$ cat src/rtl/sha256_pkg.sv
`default_nettype none

package sha256_pkg;

  typedef logic [31:0]      word_t;
  typedef logic [7:0][31:0] hash_t;

  localparam int unsigned ROUNDS     = 64;
  localparam int unsigned BLOCK_WORDS = 16;

  localparam logic [3:0] LEN_SLOT  = 4'd14;
  localparam logic [3:0] LAST_SLOT = 4'd15;
  localparam word_t      PAD_WORD  = 32'h8000_0000;

  // Element 0 holds H0.
  localparam hash_t INIT_HASH = {
    32'h5be0cd19, 32'h1f83d9ab, 32'h9b05688c, 32'h510e527f,
    32'ha54ff53a, 32'h3c6ef372, 32'hbb67ae85, 32'h6a09e667
  };

  localparam word_t K_TABLE [ROUNDS] = '{
    32'h428a2f98, 32'h71374491, 32'hb5c0fbcf, 32'he9b5dba5,
    32'h3956c25b, 32'h59f111f1, 32'h923f82a4, 32'hab1c5ed5,
    32'hd807aa98, 32'h12835b01, 32'h243185be, 32'h550c7dc3,
    32'h72be5d74, 32'h80deb1fe, 32'h9bdc06a7, 32'hc19bf174,
    32'he49b69c1, 32'hefbe4786, 32'h0fc19dc6, 32'h240ca1cc,
    32'h2de92c6f, 32'h4a7484aa, 32'h5cb0a9dc, 32'h76f988da,
    32'h983e5152, 32'ha831c66d, 32'hb00327c8, 32'hbf597fc7,
    32'hc6e00bf3, 32'hd5a79147, 32'h06ca6351, 32'h14292967,
    32'h27b70a85, 32'h2e1b2138, 32'h4d2c6dfc, 32'h53380d13,
    32'h650a7354, 32'h766a0abb, 32'h81c2c92e, 32'h92722c85,
    32'ha2bfe8a1, 32'ha81a664b, 32'hc24b8b70, 32'hc76c51a3,
    32'hd192e819, 32'hd6990624, 32'hf40e3585, 32'h106aa070,
    32'h19a4c116, 32'h1e376c08, 32'h2748774c, 32'h34b0bcb5,
    32'h391c0cb3, 32'h4ed8aa4a, 32'h5b9cca4f, 32'h682e6ff3,
    32'h748f82ee, 32'h78a5636f, 32'h84c87814, 32'h8cc70208,
    32'h90befffa, 32'ha4506ceb, 32'hbef9a3f7, 32'hc67178f2
  };

  typedef struct packed {
    logic start;   // window is full, begin a block
    logic load;    // shift a message word into the window
    logic reinit;  // return the chaining words to their initial values
  } cmp_ctrl_t;

  typedef struct packed {
    logic done;    // chaining words take their new values at this edge
  } cmp_stat_t;

  function automatic word_t big_sigma0(input word_t x);
    return {x[1:0], x[31:2]} ^ {x[12:0], x[31:13]} ^ {x[21:0], x[31:22]};
  endfunction

  function automatic word_t big_sigma1(input word_t x);
    return {x[5:0], x[31:6]} ^ {x[10:0], x[31:11]} ^ {x[24:0], x[31:25]};
  endfunction

  function automatic word_t small_sigma0(input word_t x);
    return {x[6:0], x[31:7]} ^ {x[17:0], x[31:18]} ^ {3'b000, x[31:3]};
  endfunction

  function automatic word_t small_sigma1(input word_t x);
    return {x[16:0], x[31:17]} ^ {x[18:0], x[31:19]} ^ {10'd0, x[31:10]};
  endfunction

endpackage

`default_nettype wire

$ cat src/rtl/sha256_if.sv
`default_nettype none

interface sha256_in_if;
  logic        valid;
  logic        ready;
  logic [31:0] message_word;
  logic [2:0]  bytes_valid;
  logic        last_word;

  modport source (output valid, output message_word, output bytes_valid,
                  output last_word, input ready);
  modport sink   (input valid, input message_word, input bytes_valid,
                  input last_word, output ready);
endinterface

interface sha256_out_if;
  logic        valid;
  logic        ready;
  logic [31:0] digest_word;
  logic        digest_last;

  modport source (output valid, output digest_word, output digest_last,
                  input ready);
  modport sink   (input valid, input digest_word, input digest_last,
                  output ready);
endinterface

`default_nettype wire

$ cat src/rtl/sha256_sched.sv
`default_nettype none

// Sixteen-word message schedule window. Words enter at the top and move down
// one place per load or per round, so the current round always reads slot 0.
module sha256_sched
  import sha256_pkg::*;
(
  input  wire   clk_i,
  input  wire   load_i,
  input  wire   step_i,
  input  word_t word_i,
  output word_t w_o
);

  word_t win_q [BLOCK_WORDS];
  word_t next_w;

  assign next_w = small_sigma1(win_q[14]) + win_q[9] + small_sigma0(win_q[1]) + win_q[0];
  assign w_o    = win_q[0];

  always_ff @(posedge clk_i) begin
    if (load_i || step_i) begin
      for (int i = 0; i < BLOCK_WORDS - 1; i++) begin
        win_q[i] <= win_q[i+1];
      end
      win_q[BLOCK_WORDS-1] <= load_i ? word_i : next_w;
    end
  end

endmodule

`default_nettype wire

$ cat src/rtl/sha256_compress.sv
`default_nettype none

// One SHA-256 round per cycle for all 64 rounds, then an add state that adds the
// working words into the chaining words.
module sha256_compress
  import sha256_pkg::*;
(
  input  wire       clk_i,
  input  wire       rst_ni,
  input  cmp_ctrl_t ctrl_i,
  input  word_t     load_word_i,
  output cmp_stat_t stat_o,
  output hash_t     hash_o
);

  typedef enum logic [2:0] {
    C_IDLE  = 3'b001,
    C_ROUND = 3'b010,
    C_ADD   = 3'b100
  } cmp_state_e;

  cmp_state_e state_q, state_d;
  logic [5:0] rnd_q, rnd_d;
  hash_t      chain_q, chain_d;
  hash_t      work_q, work_d;
  word_t      w_cur;
  word_t      t1, t2;

  sha256_sched u_sched (
    .clk_i  (clk_i),
    .load_i (ctrl_i.load),
    .step_i (state_q == C_ROUND),
    .word_i (load_word_i),
    .w_o    (w_cur)
  );

  // Working words: element 0 is a, element 7 is h.
  assign t1 = work_q[7] + big_sigma1(work_q[4])
            + ((work_q[4] & work_q[5]) ^ (~work_q[4] & work_q[6]))
            + K_TABLE[rnd_q] + w_cur;
  assign t2 = big_sigma0(work_q[0])
            + ((work_q[0] & work_q[1]) ^ (work_q[0] & work_q[2]) ^ (work_q[1] & work_q[2]));

  always_comb begin
    state_d = state_q;
    rnd_d   = rnd_q;
    chain_d = chain_q;
    work_d  = work_q;
    case (state_q)
      C_IDLE: begin
        if (ctrl_i.start) begin
          work_d  = chain_q;
          rnd_d   = '0;
          state_d = C_ROUND;
        end
      end
      C_ROUND: begin
        work_d[7] = work_q[6];
        work_d[6] = work_q[5];
        work_d[5] = work_q[4];
        work_d[4] = work_q[3] + t1;
        work_d[3] = work_q[2];
        work_d[2] = work_q[1];
        work_d[1] = work_q[0];
        work_d[0] = t1 + t2;
        rnd_d     = rnd_q + 6'd1;
        if (rnd_q == 6'(ROUNDS - 1)) begin
          state_d = C_ADD;
        end
      end
      C_ADD: begin
        for (int i = 0; i < 8; i++) begin
          chain_d[i] = chain_q[i] + work_q[i];
        end
        state_d = C_IDLE;
      end
      default: begin
        state_d = C_IDLE;
      end
    endcase
    if (ctrl_i.reinit) begin
      chain_d = INIT_HASH;
    end
  end

  always_ff @(posedge clk_i or negedge rst_ni) begin
    if (!rst_ni) begin
      state_q <= C_IDLE;
      rnd_q   <= '0;
      chain_q <= INIT_HASH;
    end else begin
      state_q <= state_d;
      rnd_q   <= rnd_d;
      chain_q <= chain_d;
    end
  end

  always_ff @(posedge clk_i) begin
    work_q <= work_d;
  end

  assign stat_o.done = (state_q == C_ADD);
  assign hash_o      = chain_q;

endmodule

`default_nettype wire

$ cat src/rtl/sha256_digest.sv
`default_nettype none

// Holds a finished digest and hands it out one word at a time, so the
// hashing side can start on the next message while the digest drains.
module sha256_digest
  import sha256_pkg::*;
(
  input  wire   clk_i,
  input  wire   rst_ni,
  input  wire   load_i,
  input  hash_t hash_i,
  output logic  busy_o,
  sha256_out_if.source out_o
);

  hash_t      buf_q;
  logic [2:0] cnt_q;
  logic       busy_q;
  logic       take;

  assign take = out_o.valid && out_o.ready;

  always_ff @(posedge clk_i or negedge rst_ni) begin
    if (!rst_ni) begin
      busy_q <= 1'b0;
      cnt_q  <= '0;
    end else if (load_i) begin
      busy_q <= 1'b1;
      cnt_q  <= '0;
    end else if (take) begin
      cnt_q <= cnt_q + 3'd1;
      if (cnt_q == 3'd7) begin
        busy_q <= 1'b0;
      end
    end
  end

  always_ff @(posedge clk_i) begin
    if (load_i) begin
      buf_q <= hash_i;
    end else if (take) begin
      buf_q <= {32'd0, buf_q[7:1]};
    end
  end

  assign busy_o            = busy_q;
  assign out_o.valid       = busy_q;
  assign out_o.digest_word = buf_q[0];
  assign out_o.digest_last = (cnt_q == 3'd7);

endmodule

`default_nettype wire

$ cat src/rtl/sha256_hash_engine.sv
`default_nettype none

// Channel   Dir  Payload                                  Handshake
// msg_i     in   message_word[31:0] bytes_valid[2:0] last  valid/ready
// dig_o     out  digest_word[31:0] digest_last            valid/ready
//
// A message word that does not complete a block is accepted in the idle state.
// The word that fills a block starts the rounds and the final add on the
// round unit; msg_i.ready stays low during that time.
// The last word adds fill words and one or two block compressions, then
// the FIN state moves the digest into the output buffer once it is free.
// Reset is asynchronous and active low and restores the initial hash values.
// A stalled dig_o holds its word; a new message may be hashed meanwhile, and
// its digest waits until the previous one has fully drained.
module sha256_hash_engine
  import sha256_pkg::*;
(
  input  wire clk_i,
  input  wire rst_ni,
  sha256_in_if.sink    msg_i,
  sha256_out_if.source dig_o
);

  // Sequencer states. PAD pushes pad, zero fill and length words into the
  // window, one per cycle. COMP waits on the round unit. FIN hands the digest
  // to the output buffer.
  typedef enum logic [3:0] {
    S_IDLE = 4'b0001,
    S_PAD  = 4'b0010,
    S_COMP = 4'b0100,
    S_FIN  = 4'b1000
  } seq_state_e;

  seq_state_e  state_q, state_d;
  logic [3:0]  slot_q, slot_d;
  logic [63:0] bits_q, bits_d;
  logic        pad_q, pad_d;     // a whole pad word still has to go in
  logic        len_q, len_d;     // high length word is already in
  logic        fin_q, fin_d;     // the message is being closed

  logic      acc;
  logic      push_en;
  word_t     push_w;
  word_t     keep;
  word_t     pad_bits;
  cmp_ctrl_t cmp_ctrl;
  cmp_stat_t cmp_stat;
  hash_t     hash;
  logic      dig_busy;
  logic      dig_load;

  assign acc         = msg_i.valid && msg_i.ready;
  assign msg_i.ready = (state_q == S_IDLE);

  // Mask for the valid leading bytes of a short last word, and the pad bit
  // right after them.
  always_comb begin
    case (msg_i.bytes_valid[1:0])
      2'd0: begin
        keep     = 32'h0000_0000;
        pad_bits = 32'h8000_0000;
      end
      2'd1: begin
        keep     = 32'hff00_0000;
        pad_bits = 32'h0080_0000;
      end
      2'd2: begin
        keep     = 32'hffff_0000;
        pad_bits = 32'h0000_8000;
      end
      2'd3: begin
        keep     = 32'hffff_ff00;
        pad_bits = 32'h0000_0080;
      end
      default: begin
        keep     = 32'h0000_0000;
        pad_bits = 32'h8000_0000;
      end
    endcase
  end

  always_comb begin
    state_d  = state_q;
    bits_d   = bits_q;
    pad_d    = pad_q;
    len_d    = len_q;
    fin_d    = fin_q;
    push_en  = 1'b0;
    push_w   = '0;
    dig_load = 1'b0;
    cmp_ctrl = '0;
    case (state_q)
      S_IDLE: begin
        if (acc) begin
          push_en = 1'b1;
          if (!msg_i.last_word || msg_i.bytes_valid[2]) begin
            // A full word; counts of five and more on the last word act as four.
            push_w = msg_i.message_word;
            bits_d = bits_q + 64'd32;
          end else begin
            push_w = (msg_i.message_word & keep) | pad_bits;
            bits_d = bits_q + {59'd0, msg_i.bytes_valid[1:0], 3'd0};
          end
          if (msg_i.last_word) begin
            fin_d = 1'b1;
            pad_d = msg_i.bytes_valid[2];
          end
          if (slot_q == LAST_SLOT) begin
            state_d = S_COMP;
          end else if (msg_i.last_word) begin
            state_d = S_PAD;
          end
        end
      end
      S_PAD: begin
        push_en = 1'b1;
        if (pad_q) begin
          push_w = PAD_WORD;
          pad_d  = 1'b0;
        end else if (len_q) begin
          push_w = bits_q[31:0];
        end else if (slot_q == LEN_SLOT) begin
          push_w = bits_q[63:32];
          len_d  = 1'b1;
        end else begin
          push_w = '0;
        end
        if (slot_q == LAST_SLOT) begin
          state_d = S_COMP;
        end
      end
      S_COMP: begin
        if (cmp_stat.done) begin
          if (!fin_q) begin
            state_d = S_IDLE;
          end else if (len_q) begin
            state_d = S_FIN;
          end else begin
            state_d = S_PAD;
          end
        end
      end
      S_FIN: begin
        if (!dig_busy) begin
          dig_load        = 1'b1;
          cmp_ctrl.reinit = 1'b1;
          bits_d          = '0;
          fin_d           = 1'b0;
          len_d           = 1'b0;
          state_d         = S_IDLE;
        end
      end
      default: begin
        state_d = S_IDLE;
      end
    endcase
    cmp_ctrl.load  = push_en;
    cmp_ctrl.start = push_en && (slot_q == LAST_SLOT);
  end

  assign slot_d = push_en ? slot_q + 4'd1 : slot_q;

  always_ff @(posedge clk_i or negedge rst_ni) begin
    if (!rst_ni) begin
      state_q <= S_IDLE;
      slot_q  <= '0;
      bits_q  <= '0;
      pad_q   <= 1'b0;
      len_q   <= 1'b0;
      fin_q   <= 1'b0;
    end else begin
      state_q <= state_d;
      slot_q  <= slot_d;
      bits_q  <= bits_d;
      pad_q   <= pad_d;
      len_q   <= len_d;
      fin_q   <= fin_d;
    end
  end

  sha256_compress u_compress (
    .clk_i       (clk_i),
    .rst_ni      (rst_ni),
    .ctrl_i      (cmp_ctrl),
    .load_word_i (push_w),
    .stat_o      (cmp_stat),
    .hash_o      (hash)
  );

  sha256_digest u_digest (
    .clk_i  (clk_i),
    .rst_ni (rst_ni),
    .load_i (dig_load),
    .hash_i (hash),
    .busy_o (dig_busy),
    .out_o  (dig_o)
  );

endmodule

`default_nettype wire

$ cat src/flat_wrapper.sv
// flat-port wrapper written by rule: the top's interface ports become plain ports
module sha256_hash_engine_flat import sha256_pkg::*;
  (clk_i, rst_ni, msg_i_valid, msg_i_message_word, msg_i_bytes_valid, msg_i_last_word, msg_i_ready, dig_o_valid, dig_o_digest_word, dig_o_digest_last, dig_o_ready);
  sha256_in_if msg_i_i ();
  sha256_out_if dig_o_i ();
  input  wire clk_i;
  input  wire rst_ni;
  input wire logic [$bits(msg_i_i.valid)-1:0] msg_i_valid;
  input wire logic [$bits(msg_i_i.message_word)-1:0] msg_i_message_word;
  input wire logic [$bits(msg_i_i.bytes_valid)-1:0] msg_i_bytes_valid;
  input wire logic [$bits(msg_i_i.last_word)-1:0] msg_i_last_word;
  output wire logic [$bits(msg_i_i.ready)-1:0] msg_i_ready;
  output wire logic [$bits(dig_o_i.valid)-1:0] dig_o_valid;
  output wire logic [$bits(dig_o_i.digest_word)-1:0] dig_o_digest_word;
  output wire logic [$bits(dig_o_i.digest_last)-1:0] dig_o_digest_last;
  input wire logic [$bits(dig_o_i.ready)-1:0] dig_o_ready;
  assign msg_i_i.valid = msg_i_valid;
  assign msg_i_i.message_word = msg_i_message_word;
  assign msg_i_i.bytes_valid = msg_i_bytes_valid;
  assign msg_i_i.last_word = msg_i_last_word;
  assign msg_i_ready = msg_i_i.ready;
  assign dig_o_valid = dig_o_i.valid;
  assign dig_o_digest_word = dig_o_i.digest_word;
  assign dig_o_digest_last = dig_o_i.digest_last;
  assign dig_o_i.ready = dig_o_ready;
  sha256_hash_engine u_core (.clk_i(clk_i), .rst_ni(rst_ni), .msg_i(msg_i_i), .dig_o(dig_o_i));
endmodule
$ cat config.mk
export PLATFORM = sky130hd
export DESIGN_NAME = sha256_hash_engine_flat
export DESIGN_NICKNAME = d
export VERILOG_FILES = /design/src/rtl/sha256_pkg.sv /design/src/rtl/sha256_if.sv /design/src/rtl/sha256_sched.sv /design/src/rtl/sha256_compress.sv /design/src/rtl/sha256_digest.sv /design/src/rtl/sha256_hash_engine.sv /design/src/flat_wrapper.sv
export SDC_FILE = /design/constraint.sdc
export NUM_CORES = 2
export LEC_CHECK = 0
export BUFFER_PORTS_ARGS = -buffer_cell sky130_fd_sc_hd__buf_2
export CAP_MARGIN = 20
export CORE_MARGIN = 2
export CORE_UTILIZATION = 30
export CTS_BUF_LIST = sky130_fd_sc_hd__clkbuf_4
export CTS_CLUSTER_SIZE = 8
export DETAILED_ROUTE_END_ITERATION = 6
export PLACE_DENSITY = 0.43
export SETUP_SLACK_MARGIN = 0.05
export SLEW_MARGIN = 15
export SYNTH_ARGS = -nofsm -noshare
export SYNTH_HDL_FRONTEND = slang
export SYNTH_SLANG_ARGS = --single-unit
$ cat constraint.sdc
create_clock -name clk_i -period 13.3 [get_ports clk_i]
set_clock_uncertainty 0.2 [all_clocks]
set_input_delay 0.665 -clock clk_i [delete_from_list [all_inputs] [get_ports clk_i]]
set_output_delay 0.665 -clock clk_i [all_outputs]
set_load 0.005 [all_outputs]
==> results.json <==
{
  "status": "finished clean",
  "synthArstFlopShare": 0.250,
  "num_rows": 188,
  "synth.area.top_cells": "edfxtp_1 (39%), nand2_1 (8.6%), dfrtp_1 (6.4%)",
  "cts_buffers": 399,
  "core_um2": 263000,
  "wl_per_cell_um": 23.0,
  "critPathRequiredTime_ns": 14.03,
  "grt_pass1_vias": 59700,
  "r2r_end": "u_core.u_compress.work_q[29]$_DFFE_PP_",
  "hpwlAfterDp_mm": 194,
  "min_to": "u_core.u_compress.u_sched.win_q[0][78]$_DFFE_PP_",
  "period_share": 0.808,
  "max_stage_delay_ns": 0.69,
  "antenna_found_initial": 9,
  "cts-root-buf": "clkbuf_4",
  "drtIter0Drc": 4269,
  "period_needed_ns": 10.75,
  "cts_tree": "yes",
  "yosys_warnings": 0,
  "cp.arrival_ns": 11.48,
  "syn_nets": 8380,
  "globalplace.congestion": 0.884,
  "crit_buf_inv": 4,
  "path_delay_family": "compound AO/OA/AOI/OAI gates",
  "max-slew-margin-rel": 0.240,
  "grt_usage": 0.198,
  "slowest_stage": "ha_1",
  "ys_seq_area_frac": 0.497,
  "grt_pass1_wl_mm": 402,
  "ys_types": 103,
  "io_pins": 75,
  "avgViaCountPerCell": 4.98,
  "netlist_instances": 7747,
  "synth_largest_area_cell": "edfxtp_1",
  "path_clk_slew_ns": 0.07,
  "drv_cap": 0,
  "crit_cells": 35,
  "finalHoldViolations": 0,
  "reg2reg_from": "u_core.u_compress.rnd_q[1]$_DFFE_PN0P_",
  "syn_area_um2": 79400,
  "nets": 8655,
  "reg2reg_setup_slack_ns": 2.55,
  "hp-start": "u_core.u_compress.u_sched.win_q[0][110]$_DFFE_PP_",
  "dieArea_um2": 269000,
  "ant_nets": 0,
  "die_y_um": 518,
  "cts_setup_buffers": 0,
  "finalMaxSlewViolations": 0,
  "start_kind": "flop",
  "holdCritPathClass": "reg -> reg",
  "fmax_mhz": 93.0,
  "ys.flop_type": "edfxtp_1",
  "syn_area_per_cell_um2": 10.3,
  "clk_path_buf_depth": 4,
  "drc": 0,
  "fin_tns_setup_ns": 0,
  "worstRegToRegCells": 35,
  "htree_levels": 5,
  "crit_path_end_kind": "flop",
  "area_growth_pct": 13.0,
  "first_pass_iters": 6,
  "grt_overflow": 0,
  "grt_max_degree": 185,
  "path_class": "reg -> reg",
  "rsz0062_at_grt": "no",
  "synth-edff-count": 1024,
  "clock-sinks": 1365,
  "setup_viol": 0,
  "insertion_delay_ns": 1.32,
  "worstMarginPinSlew_ns": 1.14,
  "start_util": 0.302,
  "numPortBuffers": 74,
  "synth_seq_cells": 1365,
  "drt_wl_total_mm": 273,
  "drive_gt1_frac": 0.128,
  "crit_path_max_fanout": 21,
  "vias": 59100,
  "min_path_cells": 0,
  "dieWidth_um": 518,
  "netlist.area_leader.share": 0.387
}
==> worst max-delay path by stage <==
stage / startpoint / to / slack [ns]
finish: u_core.u_compress.rnd_q[1]$_DFFE_PN0P_ / u_core.u_compress.work_q[29]$_DFFE_PP_ / 2.55
global route: u_core.u_compress.rnd_q[1]$_DFFE_PN0P_ / u_core.u_compress.work_q[29]$_DFFE_PP_ / 1.87
CTS: u_core.u_compress.rnd_q[1]$_DFFE_PN0P_ / u_core.u_compress.work_q[29]$_DFFE_PP_ / 2.73
detailed placement: u_core.u_compress.rnd_q[1]$_DFFE_PN0P_ / u_core.u_compress.work_q[29]$_DFFE_PP_ / 2.78
global placement: u_core.u_compress.rnd_q[1]$_DFFE_PN0P_ / u_core.u_compress.work_q[29]$_DFFE_PP_ / 2.69
floorplan: u_core.state_q[0]$_DFFE_PN1P_ / u_core.u_compress.u_sched.win_q[0][0]$_DFFE_PP_ / 4.73
==> kinds of logic after synthesis <==
family | Yosys count | share of synthesized area
and+or+nand+nor | 2725 | 0.145
xor gates and xnor gates | 612 | 0.0677
muxes | 54 | 0.00782
adders and majority gates | 599 | 0.113
buffers and inverters | 711 | 0.0355
DFF | 1365 | 0.497
AOI/OAI and AO/OA | 1681 | 0.134
==> flip-flops by register name (all words and copies together) (netlist names) <==
signal	flops
u_core.u_compress.hash_o	256
u_core.u_digest.buf_q	224
u_core.u_compress.u_sched.win_q	512
u_core.fin_q	1
u_core.u_compress.rnd_q	6
u_core.pad_q	1
u_core.u_digest.busy_o	1
u_core.state_q	4
u_core.len_q	1
u_core.slot_q	4
u_core.bits_q	61
u_core.u_compress.work_q	256
u_core.u_digest.cnt_q	3
u_core.u_compress.state_q	3
u_core.u_digest.out_o.digest_word	32
==> Yosys cell counts, drive strengths merged (9+ instances only) <==
cell,number
dfrtp,203
nor3,81
nor2,331
nand3,131
nor3b,16
buf,59
or2,15
edfxtp,1024
nor2b,62
nand2,1814
o31ai,31
nand2b,67
a211o,12
o21a,59
o21ai,418
a21oi,482
a221oi,13
inv,316
a21o,215
mux2i,26
xor2,225
dfstp,138
o22ai,13
a311oi,11
a21boi,10
or4,9
clkbuf,333
xnor2,386
and2,44
a22oi,30
a2111oi,11
o311ai,15
nand3b,17
and3,46
fa,196
o221ai,21
o21bai,42
a31oi,42
ha,397
mux2,24
o211ai,118
a31o,10
a211oi,55
nand4,34
or3,29
==> metrics by stage <==
step	hold slack (ns)	setup slack, ns	instance area, um2	util	instances
finish	0.0836	2.55	89700	0.341	11900
floorplan	0.169	4.73	79400	-	7747
global route	0.0802	1.87	89700	0.341	11900
global placement	0.200	2.69	83500	0.318	11000
detailed placement	0.205	2.78	83500	0.318	11000
CTS	0.00339	2.73	89700	0.341	11900
==> worst register-to-register path: cells and delay by family, from the launching register on <==
kind                     cells  cell delay [ns]
buffers and inverters        4             0.91
adder cells (fa/ha/maj)      6             2.57
flip-flops                   1             0.32
AO/OA/AOI/OAI               19             5.16
XOR/XNOR                     2             0.31
AND/OR/NAND/NOR              4             0.99
==> repair_timing <==
item                                   in CTS  in global routing
gates resized for setup                     0                  0
hold buffers                               93                  0
endpoints found under the hold margin     200                  0
==> layer usage <==
| layer | GRT usage | vias to the layer above | routed length (um) | share of wire |
|---|---|---|---|---|
| met5 | 0 | - | 43 | 0.00016 |
| met4 | 0.0659 | 6 | 8880 | 0.032 |
| met3 | 0.0281 | 440 | 10100 | 0.037 |
| met2 | 0.334 | 1399 | 132000 | 0.48 |
| met1 | 0.261 | 29300 | 122000 | 0.45 |
| li1 | - | 27900 | - | - |
==> cell type report <==
cell class,count,area (um2)
Clock buffer,629,4720
Fill cell,26800,173000
Inverter,318,1200
Timing Repair Buffer,267,2150
Antenna cell,11,27.5
Clock inverter,93,536
Tap cell,3515,4400
Multi-Input combinational cell,5671,37200
Sequential cell,1365,39500
==> layout by cell type, fill, tap and decap left out, drive strengths merged, types with 131 or more instances in the layout <==
cell,count
dfrtp,203
o21ai,418
edfxtp,1024
nand2,1814
ha,397
xor2,225
fa,196
buf,174
clkbuf,630
dfstp,138
a21oi,482
a21o,215
nor2,331
xnor2,386
nand3,131
inv,322
Power is not shown: default switching activity piles up to over one toggle a cycle in this logic, so the estimate is an artifact.
